**config.mk**
```make
export PLATFORM = sky130hd
export DESIGN_NAME = substring_search_stream_flat
export DESIGN_NICKNAME = d
export VERILOG_FILES = /design/src/rtl/core/sss_pkg.sv /design/src/rtl/core/sss_text_if.sv /design/src/rtl/core/sss_result_if.sv /design/src/rtl/core/sss_cell.sv /design/src/rtl/core/sss_chain.sv /design/src/rtl/core/substring_search_stream.sv /design/src/flat_wrapper.sv
export SDC_FILE = /design/constraint.sdc
export NUM_CORES = 1
export LEC_CHECK = 0
export BUFFER_PORTS_ARGS = -buffer_cell sky130_fd_sc_hd__buf_2
export CORE_UTILIZATION = 50
export CTS_BUF_LIST = sky130_fd_sc_hd__clkbuf_4 sky130_fd_sc_hd__clkbuf_8 sky130_fd_sc_hd__clkbuf_16
export DETAILED_ROUTE_END_ITERATION = 8
export MAX_ROUTING_LAYER = met4
export PLACE_DENSITY = 0.67
export REMOVE_ABC_BUFFERS = 1
export SYNTH_ARGS = -nofsm -noshare
export SYNTH_HDL_FRONTEND = slang
export SYNTH_SLANG_ARGS = --single-unit
```
**constraint.sdc**
```tcl
create_clock -name clk -period 9 [get_ports clk]
set_input_delay 0.45 -clock clk [delete_from_list [all_inputs] [get_ports clk]]
set_output_delay 0.45 -clock clk [all_outputs]
set_load 0.01 [all_outputs]
```
**src/rtl/core/sss_pkg.sv**
```systemverilog
// ----------------------------------------------------------------------------
// sss_pkg
// Shared widths, register indexes and result codes for the streaming
// substring search.
// ----------------------------------------------------------------------------
package sss_pkg;

	localparam int TEXT_W        = 8;
	localparam int STATUS_W      = 3;
	localparam int MATCH_POS_W   = 16;
	localparam int PAT_BYTES     = 16;
	localparam int CFG_DATA_W    = 64;
	localparam int CFG_IDX_W     = 2;
	localparam int PAT_LEN_REG_W = 5;

	localparam int MAX_PATTERN_LENGTH_DEF = 16;
	localparam int POSITION_WIDTH_DEF     = 16;

	typedef logic [CFG_IDX_W-1:0] cfg_idx_t;

	localparam cfg_idx_t REG_PAT_LOW  = 2'd0;
	localparam cfg_idx_t REG_PAT_HIGH = 2'd1;
	localparam cfg_idx_t REG_PAT_LEN  = 2'd2;

	typedef enum logic [STATUS_W-1:0] {
		ST_SEARCHING = 3'd0,
		ST_MATCH     = 3'd1,
		ST_ABSENT    = 3'd2,
		ST_OVERFLOW  = 3'd3,
		ST_DONE      = 3'd4
	} status_t;

	typedef logic [PAT_BYTES-1:0][TEXT_W-1:0] pattern_t;

endpackage

```
**src/rtl/core/sss_text_if.sv**
```systemverilog
// ----------------------------------------------------------------------------
// sss_text_if
// Text channel: one text byte per beat.
// ----------------------------------------------------------------------------
interface sss_text_if;
	logic                      valid;
	logic                      ready;
	logic [sss_pkg::TEXT_W-1:0] text_byte;

	modport source (output valid, output text_byte, input ready);
	modport sink   (input valid, input text_byte, output ready);
endinterface

```
**src/rtl/core/sss_result_if.sv**
```systemverilog
// ----------------------------------------------------------------------------
// sss_result_if
// Result channel: status code and match position, one beat per text byte.
// ----------------------------------------------------------------------------
interface sss_result_if;
	logic                           valid;
	logic                           ready;
	logic [sss_pkg::STATUS_W-1:0]    status;
	logic [sss_pkg::MATCH_POS_W-1:0] match_position;

	modport source (output valid, output status, output match_position, input ready);
	modport sink   (input valid, input status, input match_position, output ready);
endinterface

```
**src/rtl/core/sss_cell.sv**
```systemverilog
// ----------------------------------------------------------------------------
// sss_cell
// One window cell: holds one text byte, passes it on when the window shifts,
// and checks the byte it is about to hold against its pattern byte.
// ----------------------------------------------------------------------------
module sss_cell #(
	parameter int IDX   = 0,
	parameter int LEN_W = 5
) (
	input  logic                        clk,
	input  logic                        shift,
	input  logic [sss_pkg::TEXT_W-1:0]  d_in,
	input  sss_pkg::pattern_t           pat,
	input  logic [LEN_W-1:0]            len,
	output logic [sss_pkg::TEXT_W-1:0]  d_q,
	output logic                        ok
);
	import sss_pkg::*;

	logic [4:0] sel;

	// cell IDX sees the byte that is IDX places back from the newest one,
	// which lines up with pattern byte len-1-IDX
	assign sel = 5'(len) - 5'(IDX + 1);
	assign ok  = (5'(len) <= 5'(IDX)) || (d_in == pat[sel[3:0]]);

	always_ff @(posedge clk) begin
		if (shift) begin
			d_q <= d_in;
		end
	end

endmodule

```
**src/rtl/core/sss_chain.sv**
```systemverilog
// ----------------------------------------------------------------------------
// sss_chain
// Row of window cells; the newest byte enters cell 0 and each cell hands its
// byte to the next on every shift. Reports whether all active cells agree.
// ----------------------------------------------------------------------------
module sss_chain #(
	parameter int WIN   = 16,
	parameter int LEN_W = 5
) (
	input  logic                        clk,
	input  logic                        shift,
	input  logic [sss_pkg::TEXT_W-1:0]  byte_in,
	input  sss_pkg::pattern_t           pat,
	input  logic [LEN_W-1:0]            len,
	output logic                        all_ok
);
	import sss_pkg::*;

	logic [WIN-1:0][TEXT_W-1:0] data;
	logic [WIN-1:0]             ok;

	for (genvar k = 0; k < WIN; k++) begin : g_cell
		logic [TEXT_W-1:0] d_in;
		if (k == 0) begin : g_head
			assign d_in = byte_in;
		end else begin : g_link
			assign d_in = data[k-1];
		end

		sss_cell #(
			.IDX   (k),
			.LEN_W (LEN_W)
		) u_cell (
			.clk   (clk),
			.shift (shift),
			.d_in  (d_in),
			.pat   (pat),
			.len   (len),
			.d_q   (data[k]),
			.ok    (ok[k])
		);
	end

	assign all_ok = &ok;

endmodule

```
**src/rtl/core/substring_search_stream.sv**
```systemverilog
// ----------------------------------------------------------------------------
// substring_search_stream
// First-occurrence search of a configured pattern in zero-terminated text
// that streams in one byte per beat.
// ----------------------------------------------------------------------------
//  channel  | dir | payload                         | beat
//  text     | in  | text_byte[7:0]                  | one text byte
//  result   | out | status[2:0], match_position[15:0] | one per text byte
//  cfg      | in  | cfg_we, cfg_index[1:0], cfg_wdata[63:0] | one register write
//
// One text beat per cycle while text.ready is high; its result is registered and shows in the next cycle.
// The window shift and the parallel compare across the cell row set the cycle.
// Reset clears the pattern registers, the position counter and the fill count.
// text.ready drops only while a result is held and result.ready is low.
// ----------------------------------------------------------------------------
module substring_search_stream #(
	parameter int MAX_PATTERN_LENGTH = sss_pkg::MAX_PATTERN_LENGTH_DEF,
	parameter int POSITION_WIDTH     = sss_pkg::POSITION_WIDTH_DEF
) (
	input  logic                          clk,
	input  logic                          arst_n,
	sss_text_if.sink                      text,
	sss_result_if.source                  result,
	input  logic                          cfg_we,
	input  logic [sss_pkg::CFG_IDX_W-1:0] cfg_index,
	input  logic [sss_pkg::CFG_DATA_W-1:0] cfg_wdata
);
	import sss_pkg::*;

	localparam int WIN      = MAX_PATTERN_LENGTH;
	localparam int LEN_W    = $clog2(WIN + 1);
	localparam int POS_BITS = (POSITION_WIDTH > MATCH_POS_W) ? MATCH_POS_W : POSITION_WIDTH;

	logic [CFG_DATA_W-1:0]    pat_lo_q, pat_hi_q;
	logic [PAT_LEN_REG_W-1:0] pat_len_q;
	pattern_t                 pat;

	logic [POS_BITS-1:0] ti_q;
	logic [LEN_W-1:0]    cnt_q;
	logic                finished_q;

	logic                   res_valid_q;
	status_t                status_q;
	logic [MATCH_POS_W-1:0] pos_q;

	logic [LEN_W-1:0]    n_sat, eff_len, cnt_nxt;
	logic                accept, byte_zero, shift, all_ok, hit, at_end;
	status_t             status_d;
	logic [POS_BITS-1:0] pos_d;

	// configuration
	always_ff @(posedge clk or negedge arst_n) begin
		if (!arst_n) begin
			pat_lo_q  <= '0;
			pat_hi_q  <= '0;
			pat_len_q <= '0;
		end else if (cfg_we) begin
			case (cfg_index)
				REG_PAT_LOW:  pat_lo_q  <= cfg_wdata;
				REG_PAT_HIGH: pat_hi_q  <= cfg_wdata;
				REG_PAT_LEN:  pat_len_q <= cfg_wdata[PAT_LEN_REG_W-1:0];
				default: ;
			endcase
		end
	end

	assign pat = {pat_hi_q, pat_lo_q};

	// effective length: saturate, then cut at the first zero byte
	always_comb begin
		int k;
		n_sat   = (pat_len_q > PAT_LEN_REG_W'(WIN)) ? LEN_W'(WIN) : LEN_W'(pat_len_q);
		eff_len = n_sat;
		for (k = WIN - 1; k >= 0; k--) begin
			if ((LEN_W'(k) < n_sat) && (pat[k] == '0)) begin
				eff_len = LEN_W'(k);
			end
		end
	end

	assign accept    = text.valid && text.ready;
	assign byte_zero = (text.text_byte == '0);
	assign shift     = accept && !finished_q && (eff_len != '0) && !byte_zero;

	sss_chain #(
		.WIN   (WIN),
		.LEN_W (LEN_W)
	) u_chain (
		.clk     (clk),
		.shift   (shift),
		.byte_in (text.text_byte),
		.pat     (pat),
		.len     (eff_len),
		.all_ok  (all_ok)
	);

	assign cnt_nxt = (cnt_q == LEN_W'(WIN)) ? cnt_q : cnt_q + LEN_W'(1);
	assign hit     = all_ok && (cnt_nxt >= eff_len);
	assign at_end  = (ti_q == '1);

	always_comb begin
		status_d = ST_SEARCHING;
		pos_d    = '0;
		if (finished_q) begin
			status_d = ST_DONE;
		end else if (eff_len == '0) begin
			status_d = ST_MATCH;
			pos_d    = ti_q;
		end else if (byte_zero) begin
			status_d = ST_ABSENT;
		end else if (hit) begin
			status_d = ST_MATCH;
			pos_d    = ti_q + POS_BITS'(1) - POS_BITS'(eff_len);
		end else if (at_end) begin
			status_d = ST_OVERFLOW;
		end
	end

	// search state
	always_ff @(posedge clk or negedge arst_n) begin
		if (!arst_n) begin
			ti_q       <= '0;
			cnt_q      <= '0;
			finished_q <= 1'b0;
		end else if (accept) begin
			if (byte_zero) begin
				ti_q       <= '0;
				cnt_q      <= '0;
				finished_q <= 1'b0;
			end else if (!finished_q) begin
				if (eff_len == '0) begin
					finished_q <= 1'b1;
				end else begin
					cnt_q <= cnt_nxt;
					if (hit || at_end) begin
						finished_q <= 1'b1;
					end else begin
						ti_q <= ti_q + POS_BITS'(1);
					end
				end
			end
		end
	end

	// result register
	always_ff @(posedge clk or negedge arst_n) begin
		if (!arst_n) begin
			res_valid_q <= 1'b0;
		end else if (accept) begin
			res_valid_q <= 1'b1;
		end else if (result.ready) begin
			res_valid_q <= 1'b0;
		end
	end

	always_ff @(posedge clk) begin
		if (accept) begin
			status_q <= status_d;
			pos_q    <= MATCH_POS_W'(pos_d);
		end
	end

	assign text.ready            = !res_valid_q || result.ready;
	assign result.valid          = res_valid_q;
	assign result.status         = status_q;
	assign result.match_position = pos_q;

endmodule

```
**src/flat_wrapper.sv**
```systemverilog
// flat-port wrapper written by rule: the top's interface ports become plain ports
module substring_search_stream_flat import sss_pkg::*;
#(
	parameter int MAX_PATTERN_LENGTH = sss_pkg::MAX_PATTERN_LENGTH_DEF,
	parameter int POSITION_WIDTH     = sss_pkg::POSITION_WIDTH_DEF
)
  (clk, arst_n, cfg_we, cfg_index, cfg_wdata, text_valid, text_text_byte, text_ready, result_valid, result_status, result_match_position, result_ready);
  sss_text_if text_i ();
  sss_result_if result_i ();
  input  logic clk;
  input  logic arst_n;
  input  logic cfg_we;
  input  logic [sss_pkg::CFG_IDX_W-1:0] cfg_index;
  input  logic [sss_pkg::CFG_DATA_W-1:0] cfg_wdata;
  input wire logic [$bits(text_i.valid)-1:0] text_valid;
  input wire logic [$bits(text_i.text_byte)-1:0] text_text_byte;
  output wire logic [$bits(text_i.ready)-1:0] text_ready;
  output wire logic [$bits(result_i.valid)-1:0] result_valid;
  output wire logic [$bits(result_i.status)-1:0] result_status;
  output wire logic [$bits(result_i.match_position)-1:0] result_match_position;
  input wire logic [$bits(result_i.ready)-1:0] result_ready;
  assign text_i.valid = text_valid;
  assign text_i.text_byte = text_text_byte;
  assign text_ready = text_i.ready;
  assign result_valid = result_i.valid;
  assign result_status = result_i.status;
  assign result_match_position = result_i.match_position;
  assign result_i.ready = result_ready;
  substring_search_stream #(.MAX_PATTERN_LENGTH(MAX_PATTERN_LENGTH), .POSITION_WIDTH(POSITION_WIDTH)) u_core (.clk(clk), .arst_n(arst_n), .text(text_i), .result(result_i), .cfg_we(cfg_we), .cfg_index(cfg_index), .cfg_wdata(cfg_wdata));
endmodule
```
; After elaboration in Yosys (flattened, before gate mapping)
; Index checks and enable logic that the tools add are counted.
[totals]
ff_bits = 295
word_cells = 257
[op_classes]
n_mux = 70
eq_ne = 23
n_reduce_logical = 70
magnitude_cmp = 50
n_addsub = 19
[op_table]
columns = operator, n
row1 = binary-select mux 8 bit (select 4 bit), 16
row2 = logical NOT 8 bit, 17
row3 = equality test 8 bit, 16
row4 = two-way mux 8 bit, 16
row5 = two-way mux 16 bit, 7
row6 = two-way mux 5 bit, 21
row7 = less-than comparator 4 x 5 -> 1 bit (second input constant), 16
row8 = less-or-equal comparator 5 x 4 -> 1 bit (second input constant), 8
row9 = less-than comparator 4 x 5 -> 1 bit (first input constant), 8
row10 = subtractor 4 bit (second input constant), 8
row11 = logical AND 1 bit, 21
row12 = less-or-equal comparator 5 x 3 -> 1 bit (second input constant), 4
row13 = less-than comparator 3 x 5 -> 1 bit (first input constant), 4
row14 = logical OR 1 bit, 18
row15 = adder 16 x 1 -> 16 bit (second input constant), 1
row16 = equality test 16 bit (second input constant), 1
row17 = AND reduction 16 bit, 1
row18 = subtractor 16 x 5 -> 16 bit, 1
row19 = subtractor 4 x 3 -> 4 bit (second input constant), 4
row20 = less-or-equal comparator 5 x 1 -> 1 bit (second input constant), 2
row21 = less-or-equal comparator 5 x 2 -> 1 bit (second input constant), 2
row22 = less-than comparator 1 x 5 -> 1 bit (first input constant), 2
row23 = less-than comparator 2 x 5 -> 1 bit (first input constant), 2
row24 = two-way mux 3 bit, 3
row25 = 21 further kinds, 33

; Longest topological paths before layout
[depth]
ltp_word = 32
mapped_depth = 29
mapped_depth_nobuf = 21

; Modules after synthesis
; A second synthesis with hierarchy kept.
[unflattened]
cells_unflattened = 2437
area_unflattened_um2 = 32655.1
[modules_own_cells]
columns = mod, n_inst, seq_area_each_um2, cells_per_inst, area_per_inst_um2
row1 = substring_search_stream, 1, 4474.3, 758, 8809.7
row2 = sss_cell at u_core.u_chain.g_cell[3].u_cell, 1, 240.2, 146, 1691.6
row3 = sss_cell at u_core.u_chain.g_cell[11].u_cell, 1, 240.2, 135, 1630.3
row4 = sss_cell at u_core.u_chain.g_cell[7].u_cell, 1, 240.2, 133, 1627.8
row5 = sss_cell at u_core.u_chain.g_cell[9].u_cell, 1, 240.2, 94, 1536.5
row6 = sss_cell at u_core.u_chain.g_cell[13].u_cell, 1, 240.2, 93, 1530.2
row7 = sss_cell at u_core.u_chain.g_cell[1].u_cell, 1, 240.2, 92, 1505.2
row8 = sss_cell at u_core.u_chain.g_cell[5].u_cell, 1, 240.2, 91, 1500.2
row9 = sss_cell at u_core.u_chain.g_cell[15].u_cell, 1, 240.2, 117, 1472.7
row10 = sss_cell at u_core.u_chain.g_cell[4].u_cell, 1, 240.2, 101, 1443.9
row11 = sss_cell at u_core.u_chain.g_cell[12].u_cell, 1, 240.2, 100, 1437.6
row12 = sss_cell at u_core.u_chain.g_cell[6].u_cell, 1, 240.2, 92, 1426.4
row13 = sss_cell at u_core.u_chain.g_cell[0].u_cell, 1, 240.2, 90, 1421.4
row14 = sss_cell at u_core.u_chain.g_cell[14].u_cell, 1, 240.2, 91, 1421.4
row15 = +4 rows, -, -, -, -

; Worst setup path after synthesis
; OpenSTA, ideal clock, no wires.
[synth_timing]
path_type = reg2reg
start = reg u_core.pat_hi_q[3]
end = reg u_core.status_q[1], in the netlist u_core.result.status[1] (data pin)
path_stages_with_launch = 26
slack_ns = 1.895
t_required_ns = 8.745
arrival_ns = 6.850
period_less_slack_ns = 7.105
path_buffers = 9
path_cell_list = dfrtp_1 > or4_1 > a2111o_1 > a211oi_1 > nor3_1 > a21oi_1 > buf_2 > buf_2 > buf_2 > buf_1 > ha_1 > clkbuf_1 > buf_1 > clkbuf_1 > mux4_2 > mux2i_1 > mux2i_1 > xor2_1 > nor4_1 > a41oi_1 > or4_1 > nor4_2 > buf_4 > buf_6 > o21ai_0 > and2_1
[synth_between]
elab_chain_cells = 20
elab_cells_between_ends = 114
classes_between = add/sub: 16 / order compare: 17 / eq/ne: 16 / mux: 43 / reduce/logical: 22
[synth_rtl]
columns = item, line_no
row1 = start: declaration, substring_search_stream.sv:34  ; logic [CFG_DATA_W-1:0] pat_lo_q, pat_hi_q;
row2 = start signal: assignment, substring_search_stream.sv:60  ; REG_PAT_HIGH: pat_hi_q <= cfg_wdata;
row3 = logical NOT 8 bit, substring_search_stream.sv:75  ; if ((LEN_W'(k) < n_sat) && (pat[k] == '0)) begin
row4 = logical AND 1 bit, substring_search_stream.sv:75
row5 = two-way mux 5 bit (9 in a row), substring_search_stream.sv:75
row6 = "subtractor 4 x 1 -> 4 bit, or another cell as far along", sss_cell.sv:24  ; assign sel = 5'(len) - 5'(IDX + 1);
row7 = binary-select mux 8 bit (select 4 bit), sss_cell.sv:25  ; assign ok = (5'(len) <= 5'(IDX)) || (d_in == pat[sel[3:0]]);
row8 = two-way mux 8 bit (implied by the code), sss_cell.sv:25
row9 = equality test 8 bit, sss_cell.sv:25
row10 = logical OR 1 bit, sss_cell.sv:25
row11 = AND reduction 16 bit, sss_chain.sv:44  ; assign all_ok = &ok;
row12 = logical AND 1 bit, substring_search_stream.sv:98  ; assign hit = all_ok && (cnt_nxt >= eff_len);
row13 = two-way mux 3 bit, substring_search_stream.sv:111  ; end else if (hit) begin
row14 = two-way mux 3 bit, substring_search_stream.sv:109  ; end else if (byte_zero) begin
row15 = end signal: assignment, substring_search_stream.sv:158  ; status_q <= status_d;
row16 = end: declaration, substring_search_stream.sv:43  ; status_t status_q;
; Parallel ways exist; a longest one is shown, timed or not. The select of a mux whose other input is x is not followed.
; A chain may end at the register's enable or synchronous reset.

; Final worst setup path
[layout_timing]
start = reg u_core.pat_hi_q[34]
end = reg u_core.status_q[0], in the netlist u_core.result.status[0] (data pin)
[layout_between]
elab_chain_cells = 25
elab_cells_between_ends = 118
classes_between = add/sub: 16 / order compare: 17 / eq/ne: 16 / mux: 48 / reduce/logical: 21
[layout_rtl]
columns = item, line_no
row1 = logical NOT 8 bit, substring_search_stream.sv:75
row2 = logical AND 1 bit, substring_search_stream.sv:75
row3 = two-way mux 5 bit (13 in a row), substring_search_stream.sv:75
row4 = "subtractor 4 x 1 -> 4 bit, or another cell as far along", sss_cell.sv:24
row5 = binary-select mux 8 bit (select 4 bit), sss_cell.sv:25
row6 = two-way mux 8 bit (implied by the code), sss_cell.sv:25
row7 = equality test 8 bit, sss_cell.sv:25
row8 = logical OR 1 bit, sss_cell.sv:25
row9 = AND reduction 16 bit, sss_chain.sv:44
row10 = logical AND 1 bit, substring_search_stream.sv:98
row11 = two-way mux 3 bit, substring_search_stream.sv:111
row12 = two-way mux 3 bit, substring_search_stream.sv:109
row13 = two-way mux 3 bit (*), substring_search_stream.sv:106  ; end else if (eff_len == '0) begin
; Mark *: on every way between the ends. The rest lies on a longest branch, timed or not. The select of a mux whose other input is x is not followed.

==> flow_summary.json <==
{
  "arrival_ns": 8.32,
  "seq_area_frac_synth": 0.350,
  "numCtsBuffers": 35,
  "hp-class": "input port to flop",
  "rsz0062_at_grt": "no",
  "crit_family": "simple AND/OR/NAND/NOR gates",
  "worstPathRequired_ns": 9.41,
  "async_flop_share": 0.529,
  "endpoint_kind": "flop",
  "htreeDepth": 2,
  "layout_common_cells": "360 x mux2i_1, 182 x nand2_1, 159 x mux2_2",
  "dieArea_um2": 47100,
  "ir_worst_vdd_mv": 0.227,
  "finalSetupTns_ns": 0,
  "power.share.sequential": 0.216,
  "dieHeight_um": 217,
  "nNetsFinal": 2349,
  "ant_nets": 0,
  "total_power_mw": 10.3,
  "tightest_slew_ns": 1.29,
  "grtUsageMet3": 0.0899,
  "grt_antenna_before_repair": 0,
  "cp_num_buf_inv": 3,
  "cts_root_buf": "clkbuf_16",
  "leakage_nw": 10.4,
  "grt_use_total": 0.429,
  "num_rows": 78,
  "grt_pass1_vias": 19166,
  "cts_tree": "built",
  "path_clk_slew_ns": 0.06,
  "vias": 20186,
  "critPathSlowestCell": "nor4_1",
  "drt-total-wl_mm": 98.0,
  "syn_to_final_growth_pct": 10.1,
  "synth-seq-cells": 295,
  "final_util": 0.559,
  "avgRoutedWirePerCell_um": 34.1,
  "pwr-share-comb": 0.635,
  "place_congestion": 1.07,
  "drc_errors": 0,
  "p_int_mw": 5.06,
  "status": "finished, final reports clean",
  "cts_hold_buf": 1,
  "p_sw_mw": 5.20,
  "clk_latency_ns": 0.56,
  "synth_cell_type_count": 87,
  "postSynthAreaPerCell_um2": 10.4,
  "io_buffers": 99,
  "cts_setup_buffers": 0,
  "postLayoutCellArea_um2": 25400,
  "power.density_nw_per_um2": 403,
  "p_clk_frac": 0.149,
  "crit_path_max_incr_delay_ns": 0.82,
  "ys_warn_count": 0,
  "start_util": 0.508,
  "regArea_um2": 8080,
  "synth_area_leader_cell": "edfxtp_1",
  "fin_crit_sh": 0.879,
  "viasPerCell": 7.03,
  "setup_viol": 0,
  "hold_slack_ns": 0.105,
  "fillers": 3937,
  "grtUsageMet2": 0.640,
  "critPathLaunchType": "flop",
  "synthCells": 2213,
  "use_met1": 0.561,
  "grt_max_degree": 124,
  "fmax_mhz": 126,
  "synth_top_area_frac": 0.181,
  "fp.dieW_um": 217,
  "hold_viol_final": 0,
  "grt_pass1_wl_mm": 140,
  "top_usage_layer": "met2",
  "slew_headroom": 0.114,
  "worstSetupPathType": "flop to flop",
  "dp_hpwl_mm": 75.2,
  "cp_cell_sequence": "nor4_1 > o211ai_1 > and2_1 > a2111o_1 > a21oi_4 > buf_4 > ha_1 > inv_1 > xnor2_4 > nand2_1 > o22ai_1 > nor3_1 > xor2_1 > nor4_1 > a41oi_1 > a2111o_1 > nor4_4 > buf_4 > o21ai_0 > a21oi_1",
  "yosys-top-cells-area": "edfxtp_1 18%, dfrtp_1 17%, mux2i_1 16%, mux2_2 7.8%, mux4_2 5.1%",
  "skew_ns": 0.0202,
  "place_area_um2": 24200,
  "layout_commonest_cell": "mux2i_1",
  "drive_gt1_frac": 0.203,
  "synth_area_um2": 23100,
  "numClockSinks": 295,
  "cts_buffer_depth": 3,
  "synth-main-ff-cell": "dfrtp_1",
  "post_cts_resized": 0,
  "cap_violations": 0,
  "switching_share": 0.507,
  "fin_crit_ns": 7.91,
  "io_pins": 100,
  "multiInputGateArea_um2": 14300,
  "critPathMaxFanout": 37,
  "first_pass_iters": 8,
  "initialDrtViolationCount": 2821,
  "grt_overflow": 0,
  "core_area_um2": 45500,
  "slew_violations": 0,
  "synth-edff-count": 139
}
## flip-flops by register name, summed over array words and instances (netlist names)
register and count:
u_core.cnt_q 5, u_core.u_chain.g_cell.u_cell.d_q 120, u_core.pat_len_q 5, u_core.ti_q 16, u_core.pat_lo_q 64, u_core.result.valid 1
u_core.result.status 3, u_core.result.match_position 16, u_core.pat_hi_q 64, u_core.finished_q 1
## synth_stat cells (6+ instances only)
cell / number
nand2b_1: 10
a22oi_1: 31
o21ai_0: 26
mux2i_1: 360
buf_4: 8
o2bb2ai_1: 11
a21o_1: 11
a221oi_1: 19
nor3_1: 20
a211o_1: 6
and3_1: 27
xor2_1: 93
mux2_2: 159
or3_1: 9
a32oi_1: 9
or4_1: 10
dfrtp_1: 156
a22o_1: 11
clkbuf_1: 83
xnor2_1: 126
o21ai_1: 7
nand4_1: 24
nor2b_1: 10
buf_1: 17
nor4_1: 50
inv_1: 23
mux4_2: 52
ha_1: 26
nand2_1: 182
o22ai_1: 18
o211ai_1: 19
buf_2: 49
and2_1: 13
nand3_1: 84
a41oi_1: 6
a21oi_1: 80
edfxtp_1: 139
nor2_1: 79
a211oi_1: 19
o31ai_1: 7
a31oi_1: 21
## per-stage QoR
step	cells	setup slack, ns
final	2871	1.09
after global routing	2868	0.885
after CTS	2868	1.20
after detailed placement	2805	1.22
after global placement	2805	1.20
after floorplan	2053	-7.13
## cell families (layout without fill, tap and decap cells)
group / count (synthesis) / count (layout) / share of synthesized area
AOI/OAI and AO/OA: 369 / 369 / 0.115
xor gates and xnor gates: 223 / 223 / 0.0863
adders and majority gates: 27 / 27 / 0.0149
buffers and inverters: 188 / 243 / 0.0350
DFF: 295 / 295 / 0.350
muxes: 571 / 571 / 0.284
other: 0 / 3 / 0
and+or+nand+nor: 540 / 540 / 0.115
## power by group through the flow
stage               combinational, mW  sequential, mW  clock, mW
floorplan                        4.28            1.96          0
global placement                 6.25            2.20          0
detailed placement               6.30            2.20          0
CTS                              6.32            2.18       1.55
global route                     6.77            2.22       1.59
finish                           6.51            2.22       1.53
## final timing paths
check	from	end	slack, ns	depth (start not counted)
hold reg to reg	u_core.u_chain.g_cell[3].u_cell.d_q[4]$_DFFE_PP_	u_core.u_chain.g_cell[4].u_cell.d_q[4]$_DFFE_PP_	0.47	0
setup reg to reg	u_core.pat_hi_q[34]$_DFFE_PN0P_	u_core.result.status[0]$_SDFFCE_PP0P_	1.09	20
min in group asynchronous	arst_n	u_core.ti_q[10]$_DFFE_PN0P_	0.37	2
max in group asynchronous	arst_n	u_core.pat_lo_q[58]$_DFFE_PN0P_	6.71	4
hold / removal	text_valid	u_core.result.valid$_DFFE_PN0P_	0.11	2
setup / recovery	u_core.pat_hi_q[34]$_DFFE_PN0P_	u_core.result.status[0]$_SDFFCE_PP0P_	1.09	20
## layout make-up
cell class	instances	area share
inverter	28	0.00433
antenna	3	0.000295
sequential	295	0.318
tap	600	0.0295
clock buffer	43	0.0373
clock inverter	19	0.0104
multi-input combinational	1730	0.563
timing repair buffer	153	0.0372
## layer usage
layer	wire length, um	part of all wire
met5	0	0
met1	39000	0.40
met4	5210	0.053
met2	43600	0.44
met3	10200	0.10
No activity file was read; power rests on OpenSTA's default activity.
